$ cat src/plwl_pkg.sv
package plwl_pkg;

  // Fixed field widths and arithmetic constants
  localparam int NUM_BANDS = 4;
  localparam int X_FRAC_BITS = 10;
  localparam int X_W = 26;
  localparam int Y_W = 32;
  localparam int PX_W = 16;
  localparam int IDX_W = 10;
  localparam int YS_W = NUM_BANDS * Y_W;
  localparam int PT_W = PX_W + YS_W;
  localparam int IN_DATA_W = 168;
  localparam int OUT_DATA_W = 160;

  // Input tdata layout
  localparam int IN_X_LO = 0;
  localparam int IN_Y_LO = 26;
  localparam int IN_IDX_LO = 154;

  // Output tdata layout
  localparam int OUT_ST_LO = 0;
  localparam int OUT_SZ_LO = 2;
  localparam int OUT_BASE_LO = 13;
  localparam int OUT_EV_BIT = 29;
  localparam int OUT_VAL_LO = 30;

  // Op, kind and status codes
  localparam logic OP_LOAD = 1'b0;
  localparam logic OP_READ = 1'b1;
  localparam logic KIND_STATUS = 1'b0;
  localparam logic KIND_ENTRY = 1'b1;
  localparam logic [1:0] ST_OK = 2'd0;
  localparam logic [1:0] ST_NOT_INT = 2'd1;
  localparam logic [1:0] ST_TOO_MANY = 2'd2;
  localparam logic [1:0] ST_SPAN = 2'd3;

  // Commands from controller to datapath
  typedef struct packed {
    logic cap;
    logic set_err1;
    logic set_err2;
    logic ins_init;
    logic ins_rd;
    logic ins_shift;
    logic ins_place;
    logic bld_fail;
    logic bld_init;
    logic take_prev;
    logic rd_pt;
    logic take_cur;
    logic adv_prev;
    logic div_start;
    logic div_take;
    logic fill_wr;
    logic last_wr;
    logic out_load;
  } cmd_t;

  // Status from datapath to controller
  typedef struct packed {
    logic last;
    logic frac_bad;
    logic full;
    logic j_zero;
    logic shift;
    logic bld_fail;
    logic pts_done;
    logic dx_zero;
    logic div_done;
    logic band_last;
    logic k_last;
    logic out_free;
  } stat_t;

endpackage

$ cat src/plwl_ctrl.sv
module plwl_ctrl (
  input  logic             clk,
  input  logic             rst_n,
  input  logic             in_tvalid,
  input  logic             in_tuser,
  output logic             in_tready,
  input  plwl_pkg::stat_t  st,
  output plwl_pkg::cmd_t   cmd
);

  typedef enum logic [3:0] {
    S_IDLE, S_LD_CHK, S_INS_RD, S_INS_CMP, S_BLD, S_BLD_P0, S_BLD_NEXT,
    S_BLD_CUR, S_DIV_GO, S_DIV_WAIT, S_FILL, S_BLD_LAST, S_RD_TBL, S_OUT
  } state_t;

  state_t state_r, state_nxt;

  // Decode commands and next state
  always_comb begin
    cmd       = '0;
    state_nxt = state_r;
    in_tready = state_r == S_IDLE;
    unique case (state_r)
      S_IDLE: begin
        if (in_tvalid) begin
          cmd.cap   = 1'b1;
          state_nxt = (in_tuser == plwl_pkg::OP_READ) ? S_RD_TBL : S_LD_CHK;
        end
      end
      S_LD_CHK: begin
        if (st.frac_bad) begin
          cmd.set_err1 = 1'b1;
          state_nxt    = st.last ? S_BLD : S_IDLE;
        end else if (st.full) begin
          cmd.set_err2 = 1'b1;
          state_nxt    = st.last ? S_BLD : S_IDLE;
        end else begin
          cmd.ins_init = 1'b1;
          state_nxt    = S_INS_RD;
        end
      end
      S_INS_RD: begin
        if (st.j_zero) begin
          cmd.ins_place = 1'b1;
          state_nxt     = st.last ? S_BLD : S_IDLE;
        end else begin
          cmd.ins_rd = 1'b1;
          state_nxt  = S_INS_CMP;
        end
      end
      S_INS_CMP: begin
        if (st.shift) begin
          cmd.ins_shift = 1'b1;
          state_nxt     = S_INS_RD;
        end else begin
          cmd.ins_place = 1'b1;
          state_nxt     = st.last ? S_BLD : S_IDLE;
        end
      end
      S_BLD: begin
        if (st.bld_fail) begin
          cmd.bld_fail = 1'b1;
          state_nxt    = S_OUT;
        end else begin
          cmd.bld_init = 1'b1;
          state_nxt    = S_BLD_P0;
        end
      end
      S_BLD_P0: begin
        cmd.take_prev = 1'b1;
        state_nxt     = S_BLD_NEXT;
      end
      S_BLD_NEXT: begin
        if (st.pts_done) begin
          state_nxt = S_BLD_LAST;
        end else begin
          cmd.rd_pt = 1'b1;
          state_nxt = S_BLD_CUR;
        end
      end
      S_BLD_CUR: begin
        if (st.dx_zero) begin
          cmd.take_prev = 1'b1;
          cmd.take_cur  = 1'b1;
          state_nxt     = S_BLD_NEXT;
        end else begin
          cmd.take_cur = 1'b1;
          state_nxt    = S_DIV_GO;
        end
      end
      S_DIV_GO: begin
        cmd.div_start = 1'b1;
        state_nxt     = S_DIV_WAIT;
      end
      S_DIV_WAIT: begin
        if (st.div_done) begin
          cmd.div_take = 1'b1;
          state_nxt    = st.band_last ? S_FILL : S_DIV_GO;
        end
      end
      S_FILL: begin
        cmd.fill_wr = 1'b1;
        if (st.k_last) begin
          cmd.adv_prev = 1'b1;
          state_nxt    = S_BLD_NEXT;
        end
      end
      S_BLD_LAST: begin
        cmd.last_wr = 1'b1;
        state_nxt   = S_OUT;
      end
      S_RD_TBL: begin
        state_nxt = S_OUT;
      end
      S_OUT: begin
        if (st.out_free) begin
          cmd.out_load = 1'b1;
          state_nxt    = S_IDLE;
        end
      end
      default: state_nxt = S_IDLE;
    endcase
  end

  // Hold state
  always_ff @(posedge clk) begin
    if (!rst_n) begin
      state_r <= S_IDLE;
    end else begin
      state_r <= state_nxt;
    end
  end

endmodule

$ cat config.mk
export PLATFORM = sky130hd
export DESIGN_NAME = plwl_ctrl
export DESIGN_NICKNAME = d
export VERILOG_FILES = /design/src/plwl_pkg.sv /design/src/plwl_ctrl.sv
export SDC_FILE = /design/constraint.sdc
export NUM_CORES = 1
export LEC_CHECK = 0
export BUFFER_PORTS_ARGS = -buffer_cell sky130_fd_sc_hd__buf_4
export CORE_MARGIN = 2
export CORE_UTILIZATION = 47
export CTS_CLUSTER_SIZE = 16
export DETAILED_ROUTE_END_ITERATION = 8
export PLACE_DENSITY = 0.83
export SYNTH_ARGS = -nofsm -noshare
export SYNTH_HDL_FRONTEND = slang
export SYNTH_SLANG_ARGS = --single-unit
$ cat constraint.sdc
create_clock -name clk -period 3.9 [get_ports clk]
set_input_delay 0.975 -clock clk [delete_from_list [all_inputs] [get_ports clk]]
set_output_delay 0.975 -clock clk [all_outputs]
set_load 0.005 [all_outputs]
* Word level (Yosys, flattened, before mapping)
Cells that the tools add are included.
** Cells by class
- Muxes and demuxes :: 46
- Reductions and logical operators :: 3
- Equality and inequality tests :: 17
** Operator list (number)
- $pmux 4 s13 :: 1
- $mux 4 :: 9
- $mux 1 :: 26
- $eq 4x4->1 const B :: 6
- $eq 4x3->1 const B :: 4
- $mux 3 :: 5
- $eq 4x2->1 const B :: 2
- $ne 2x2->1 const B :: 4
- $mux 2 :: 3
- $eq 4x1->1 const B :: 1
- $logic_not 4->1 :: 1
- $pmux 1 s2 :: 2
- $reduce_and 4->1 :: 1
- $reduce_or 2->1 :: 1
** Word-level totals
- Register bits :: 4

* Depth between registers and ports, before layout
Gate-level depths: netlist of run 1.
- Word-level depth :: 4
- Depth in mapped cells :: 6
- Mapped depth without buffers :: 4

* Least setup slack after synthesis of run 1
OpenSTA, ideal clock, no wires.
- Path type :: input to output
- Start :: in st[7] (netlist name)
- End :: out cmd[11] (netlist name)
- Cell stages on the path :: 2
- Path slack :: 1.523 ns
- Path buffers :: 0
- Data required time :: 2.925 ns
- Data arrival time :: 1.402 ns
- Path through :: nand2b_1 -> a211oi_1
** RTL lines
- from (decl) :: RTL line plwl_ctrl.sv:7 : input plwl_pkg::stat_t st,
- to (decl) :: RTL line plwl_ctrl.sv:8 : output plwl_pkg::cmd_t cmd

==> results.cfg, run 1 <==
[global_route]
grt_max_degree = 26
grt-ovfl-total = 0
grt_antenna_before_repair = 0
grt_pass1_wl_mm = 2.64
grt_usage = 0.241
grt_pass1_vias = 625

[place]
dp_slack_ns = 1.19
dpl_cell_area_um2 = 893
dp_hpwl_mm = 1.35
gp_congestion = 0.801
place_inst = 137
portBuffers = 34

[cells_and_area]
largest-register = state_r
diodes = 0
fillers = 114
largestRegisters = state_r (4)
nets = 143
stdcell_count = 140
regArea_um2 = 80.1
synthToLayoutAreaGrowth_pct = 39.7
largest_reg_flops = 4
drive_gt1_frac = 0.328
design_area_um2 = 916
final_core_util = 0.704
multiInputGateArea_um2 = 528

[timing]
fin_ws_ns = 1.00
period_share = 0.743
setup-violations-final = 0
maxSlewViolCount = 0
slew_headroom = 0.518
fmax_mhz = 345
period_needed_ns = 2.90
rsz0062_at_grt = false
max_slew.worst_pin.slew_ns = 0.723
finalSetupTns_ns = 0
fin_worst_skew_ns = 0.00256
hold_violations = 0

[worst_setup_path]
cp_top_family = flip-flops
path_max_fanout = 25
endpoint_kind = primary output
start_kind = register
worstPathArrival_ns = 1.92
path_cells = or4b_4 > nor3b_1 > buf_4
cp_slowest_cell = dfxtp_1
crit_type = reg2out
crit_required_ns = 2.92
cpPeakStageDelay_ns = 0.78
critPathBufInv = 1

[route]
via_per_inst = 5.71
drtIter0Drc = 14
vias = 800
drc_errors = 0
dr.pass1.iters = 4
routedWlPerCell_um = 12.8
ant_nets = 0
drt-total-wl_mm = 1.79

[clocking]
post-cts-setup-buffers = 0
path_clk_slew_ns = 0.04
clockBufferDepth = 2
numCtsBuffers = 3
ctsHoldBuffers = 0
cts_tree = yes
htreeDepth = 1
cts.sinks = 4
cts_root_buffer = clkbuf_4
post_cts_resized = 0
clk_latency_ns = 0.23

[floorplan]
die_height_um = 41.4
coreArea_um2 = 1300
dieWidth_um = 41.4
start_util = 0.504
die_area_um2 = 1710
ioPinCount = 35
row_count = 13

[synthesis]
synth.top_cells.by_count = 10 x nor2_1, 8 x nand2b_1, 7 x nor3b_1, 6 x nand2_1, 6 x nor2b_1
ys_ff_latch = 4
synth_top_area_share = 0.122
synth_area_um2 = 656
synth_cell_types = 35
postSynthNetCount = 111
synth_cells = 95
async_reset_ff_frac = 0
synth_warnings = 0
ys.flop_type = dfxtp_1
synth_edf_count = 0
synth.most_common_cell = nor2_1
syn_area_per_cell_um2 = 6.90
synthTopCellsByArea = dfxtp_1 12%, nor3b_1 8.0%, nand2b_1 7.6%
yosysSeqAreaShare = 0.122
synth_top_area_cell = dfxtp_1

[pwr]
power_switching_w = 0.000211
swShare = 0.468
power_per_cell_area_nw_per_um2 = 491
vdd_drop_max_mv = 0.382
p_leak_nw = 0.405
p_int_w = 0.000239
p_comb_frac = 0.599
pwr-share-clk = 0.109
seqPwrFrac = 0.292

[flow_run]
cap_violations = 0

[min_path]
hold_class = reg2reg

[status]
status = finished clean
-- final timing paths --
path / endpoint / depth (start not counted) / slack (ns) / startpoint
max: cmd[15] / 3 / 1.00 / state_r[0]
min: state_r[3] / 3 / 0.95 / state_r[3]
max reg2reg: state_r[1] / 4 / 1.95 / state_r[0]
min reg2reg: state_r[3] / 3 / 0.95 / state_r[3]
-- per-layer routing --
layer,share of wire,vias to the layer above,track usage
met4,0,0,0.121
met2,0.51,16,0.395
li1,-,410,-
met5,0,-,0
met1,0.45,374,0.308
met3,0.038,0,0.0319
-- worst reg2reg max path, stage by stage, from the launching register on --
cell     delay, ns
dfxtp_1       0.78
nand2_1       0.26
nor3b_1       0.35
nor3_1        0.15
o221a_1       0.29
-- layout make-up --
class / count / share of cell area
sequential: 4 / 0.0874
clock buffer: 3 / 0.0246
multi-input combinational: 81 / 0.577
timing repair buffer: 34 / 0.279
inverter: 3 / 0.0123
tap: 15 / 0.0205
-- cells by family (layout without fill, tap and decap cells) --
logic type / after synthesis / after routing / synth area share
and+or+nand+nor: 60 / 60 / 0.563
DFF: 4 / 4 / 0.122
AOI/OAI and AO/OA: 21 / 21 / 0.242
buffers and inverters: 10 / 40 / 0.0725
-- power by group through the flow --
stage / clock network [W] / logic [W] / registers, W
after floorplan: 0 / 0.000239 / 0.0000690
after global placement: 0 / 0.000263 / 0.000128
after detailed placement: 0 / 0.000268 / 0.000130
after CTS: 0.0000530 / 0.000270 / 0.000129
after global routing: 0.0000569 / 0.000297 / 0.000137
final: 0.0000491 / 0.000269 / 0.000131
-- cells in the final DEF (no fill, tap or decap), drive strengths merged, types with 2 or more instances in the layout --
master,Yosys,layout
dfxtp,4,4
nand2,6,6
nor4,3,3
nor3,4,4
nor2,10,10
a211oi,2,2
and2,4,4
a31oi,2,2
inv,3,3
clkbuf,1,3
buf,6,34
o221a,2,2
nor3b,7,7
nor2b,6,6
a21boi,2,2
nand2b,8,8
and3,5,5
nand3b,3,3
o21a,3,3
o21ai,3,3
-- per-stage QoR --
step                      total power [W]  hold slack, ns
after detailed placement         0.000398           0.952
final                            0.000450           0.947
after global placement           0.000391           0.931
after floorplan                  0.000308           0.733
after CTS                        0.000452           0.947
after global routing             0.000491           0.978
Power figures use the tool's default switching activity.
==> run 2: changes to the inputs <==
CORE_UTILIZATION = 39   (was 47)
PLACE_DENSITY = 0.74   (was 0.83)
clock period = 2.32 ns   (was 3.9 ns; I/O delays follow)
==> results.cfg, run 2 (same netlist as run 1, synthesis figures left out) <==
[cells_and_area]
largestRegisters = state_r (4)
design_area_um2 = 947
drive_gt1_frac = 0.349
diodes = 0
largest_reg_flops = 4
synthToLayoutAreaGrowth_pct = 44.5
largest-register = state_r
final_cell_mix = 38 x buf_4, 10 x nor2_1, 8 x nand2b_1
nets = 147
layout_commonest_cell = buf_4

[pwr]
vdd_drop_max_mv = 0.471
p_comb_frac = 0.699
seqPwrFrac = 0.191
power_switching_w = 0.000366
swShare = 0.459
pwr-share-clk = 0.110
totalPowerFinal_w = 0.000798
p_leak_nw = 0.426
power_per_cell_area_nw_per_um2 = 842
p_int_w = 0.000431

[timing]
fin_worst_skew_ns = 0.00392
period_share = 0.969
hold_ws_ns = 0.606
fmax_mhz = 445
setup-violations-final = 0
rsz0062_at_grt = false
max_slew.worst_pin.slew_ns = 0.632
finalSetupTns_ns = 0
period_needed_ns = 2.25
slew_headroom = 0.578
hold_violations = 0
fin_ws_ns = 0.0713
maxSlewViolCount = 0

[worst_setup_path]
cp_slowest_cell = or4b_4
r2r-start = state_r[2]
rrSetupSlack_ns = 0.44
start_kind = register
path_cells = or4b_4 > nor3b_1 > buf_4
r2r_cells = 4
cp-startpoint = state_r[2]
cp_top_family = simple AND/OR/NAND/NOR gates
crit_required_ns = 1.74
critPathBufInv = 1
crit_type = reg2out
endpoint_kind = primary output
crit_path_end = cmd[15]
timing.rr.end = state_r[1]
cpPeakStageDelay_ns = 0.60
path_depth = 3
worstPathArrival_ns = 1.67
path_max_fanout = 19

[place]
dp_hpwl_mm = 1.52
portBuffers = 34
dp_slack_ns = 0.356
dpl_cell_area_um2 = 925
gp_congestion = 0.857

[route]
via_per_inst = 5.78
routedWlPerCell_um = 13.1
ant_nets = 0
dr.pass1.iters = 4
drt-total-wl_mm = 1.90
drc_errors = 0
drtIter0Drc = 39
vias = 838

[floorplan]
ioPinCount = 35
row_count = 14
coreArea_um2 = 1540
die_height_um = 45
start_util = 0.425
die_area_um2 = 2030
dieWidth_um = 45

[clocking]
htreeDepth = 1
clk_latency_ns = 0.24
path_clk_slew_ns = 0.04
clockBufferDepth = 2
post-cts-setup-buffers = 0
numCtsBuffers = 3
cts.sinks = 4
cts_tree = yes
post_cts_resized = 0
ctsHoldBuffers = 0
cts_root_buffer = clkbuf_4

[global_route]
grt_max_degree = 20
grt_pass1_wl_mm = 3.27
grt_antenna_before_repair = 0
grt_pass1_vias = 820
grt-ovfl-total = 0
grt_usage = 0.213

[status]
status = finished clean

[min_path]
min_from = rst_n
hold_class = in2reg

[flow_run]
cap_violations = 0
## run 2: stage by stage
| stage | util | std cells |
|---|---|---|
| final | 0.614 | 145 |
| after global routing | 0.614 | 145 |
| after CTS | 0.614 | 145 |
| after detailed placement | 0.600 | 142 |
| after global placement | 0.600 | 142 |
| after floorplan | - | 95 |
## run 2: how the worst min path moves through the flow
stage | to | slack [ns] | cells past startpoint
2_1_floorplan | state_r[3] | 0.70 | 1
3_3_place_gp | state_r[0] | 0.76 | 3
3_5_place_dp | state_r[0] | 0.78 | 3
4_1_cts | state_r[3] | 0.60 | 2
5_1_grt | state_r[1] | 0.62 | 2
6_report | state_r[3] | 0.61 | 2
## run 2: cell type report
class	instances	area, µm²
Clock buffer	3	22.5
Fill cell	147	594
Inverter	3	11.3
Multi-Input combinational cell	81	528
Sequential cell	4	80.1
Tap cell	16	20.0
Timing Repair Buffer	38	285
## run 2: per-layer routing
layer | up-vias | global-route usage | part of all wire
met1 | 367 | 0.250 | 0.40
met2 | 49 | 0.360 | 0.48
met4 | 0 | 0.129 | 0.028
li1 | 416 | - | -
met5 | - | 0 | 0
met3 | 6 | 0.0320 | 0.090
## run 2: power groups by stage
stage          clock [W]  combinational, W  sequential [W]
5_1_grt        0.0000940          0.000622        0.000160
6_report       0.0000877          0.000558        0.000152
2_1_floorplan          0          0.000401        0.000116
3_5_place_dp           0          0.000554        0.000150
3_3_place_gp           0          0.000553        0.000146
4_1_cts        0.0000900          0.000558        0.000148
## run 2: worst register-to-register path: stages (launching register included)
cell,delay (ns)
dfxtp_1,0.71
and2b_1,0.29
nor3b_1,0.34
nor3_1,0.16
o221a_1,0.28
==> run 3: changes to the inputs <==
CORE_UTILIZATION = 47   (was 39)
CTS_CLUSTER_DIAMETER = 60   (was unset)
PLACE_DENSITY = 0.83   (was 0.74)
clock period = 2.9 ns   (was 2.32 ns; I/O delays follow)
==> results.cfg, run 3 (same netlist as run 1, synthesis figures left out) <==
[status]
status = finished clean

[cells_and_area]
largestRegisters = state_r (4)
final_core_util = 0.710
nets = 144
fillers = 113
layout_commonest_cell = buf_4
diodes = 0
final_cell_mix = 35 x buf_4, 10 x nor2_1, 8 x nand2b_1
synthToLayoutAreaGrowth_pct = 40.8
largest_reg_flops = 4
drive_gt1_frac = 0.333
largest-register = state_r

[timing]
setup-violations-final = 0
hold_violations = 0
fin_worst_skew_ns = 0.00207
rsz0062_at_grt = false
finalSetupTns_ns = 0
max_slew.worst_pin.slew_ns = 0.641
period_needed_ns = 2.49
slew_headroom = 0.572
maxSlewViolCount = 0
period_share = 0.859
fmax_mhz = 401

[pwr]
totalPowerFinal_w = 0.000616
power_switching_w = 0.000288
seqPwrFrac = 0.275
pwr-share-clk = 0.106
p_leak_nw = 0.410
p_int_w = 0.000328
power_per_cell_area_nw_per_um2 = 667
p_comb_frac = 0.618
vdd_drop_max_mv = 0.525
swShare = 0.467

[floorplan]
dieWidth_um = 41.4
die_area_um2 = 1710
start_util = 0.504
die_height_um = 41.4
row_count = 13
coreArea_um2 = 1300
ioPinCount = 35

[global_route]
grt_pass1_vias = 631
grt_usage = 0.241
grt_max_degree = 22
grt_antenna_before_repair = 0
grt-ovfl-total = 0
grt_pass1_wl_mm = 2.68

[route]
drc_errors = 0
drt-total-wl_mm = 1.87
drtIter0Drc = 13
vias = 806
routedWlPerCell_um = 13.3
dr.pass1.iters = 3
via_per_inst = 5.72
ant_nets = 0

[clocking]
clockBufferDepth = 2
post_cts_resized = 0
ctsHoldBuffers = 0
cts_root_buffer = clkbuf_4
htreeDepth = 1
clk_latency_ns = 0.23
post-cts-setup-buffers = 0
path_clk_slew_ns = 0.04
numCtsBuffers = 3
cts_tree = yes
cts.sinks = 4

[worst_setup_path]
cpPeakStageDelay_ns = 0.72
r2r-start = state_r[0]
start_kind = register
path_max_fanout = 21
crit_required_ns = 2.17
path_cells = nand2b_1 > a211oi_1 > buf_4
rrSetupSlack_ns = 1.01
endpoint_kind = primary output
critPathBufInv = 1
r2r_cells = 5
cp_top_family = flip-flops
worstPathArrival_ns = 1.77
crit_type = reg2out
timing.rr.end = state_r[1]
cp_slowest_cell = dfxtp_1

[place]
portBuffers = 34
gp_congestion = 0.819
dp_hpwl_mm = 1.41

[min_path]
whs_path_depth = 2
min_from = rst_n
hold_path_end = state_r[3]
hold_class = in2reg

[flow_run]
cap_violations = 0
## run 3: cell count changes in the layout (fill, tap and decap cells not counted)
cell,before,now
buf_4,38,35
## run 3: worst max-delay path by stage
| stage | from | endpoint | slack [ns] | cells past startpoint |
|---|---|---|---|---|
| detailed placement | st[7] | cmd[11] | 0.63 | 4 |
| floorplan | state_r[2] | cmd[15] | 1.01 | 3 |
| CTS | state_r[0] | cmd[15] | 0.42 | 3 |
| finish | state_r[1] | cmd[11] | 0.41 | 3 |
| global route | state_r[1] | cmd[11] | 0.27 | 3 |
| global placement | st[7] | cmd[11] | 0.71 | 4 |
## run 3: layout make-up
cell class | instances | area (µm²) | share of cell area
multi-input combinational | 81 | 528 | 0.572
inverter | 3 | 11.3 | 0.0122
clock buffer | 3 | 22.5 | 0.0244
tap | 15 | 18.8 | 0.0203
sequential | 4 | 80.1 | 0.0867
timing repair buffer | 35 | 263 | 0.285
## run 3: worst register-to-register path, delay by kind of cell (launching register included)
| family | cells | cell delay [ns] |
|---|---|---|
| and+or+nand+nor | 3 | 0.62 |
| DFF | 1 | 0.63 |
| AOI/OAI and AO/OA | 1 | 0.28 |
| buffers and inverters | 1 | 0.25 |
## run 3: power by group through the flow
stage / Sequential, W / Combinational (W) / Clock (W)
floorplan: 0.0000928 / 0.000321 / 0
global placement: 0.000162 / 0.000373 / 0
detailed placement: 0.000166 / 0.000379 / 0
CTS: 0.000164 / 0.000382 / 0.0000695
global route: 0.000174 / 0.000418 / 0.0000742
finish: 0.000170 / 0.000381 / 0.0000655
## run 3: stage by stage
step	setup slack [ns]	hold slack (ns)	std cells	instance area (µm²)
after floorplan	1.01	0.733	95	656
after global placement	0.713	0.879	138	901
after CTS	0.419	0.739	141	923
after global routing	0.269	0.744	141	923
after detailed placement	0.634	0.930	138	901
final	0.409	0.745	141	923
## run 3: routing by layer
layer  part of all wire  vias up  global-route usage
li1                   -      415                   -
met1               0.46      375               0.286
met2               0.51       16               0.434
met3              0.036        0              0.0319
met4                  0        0              0.0968
met5                  0        -                   0
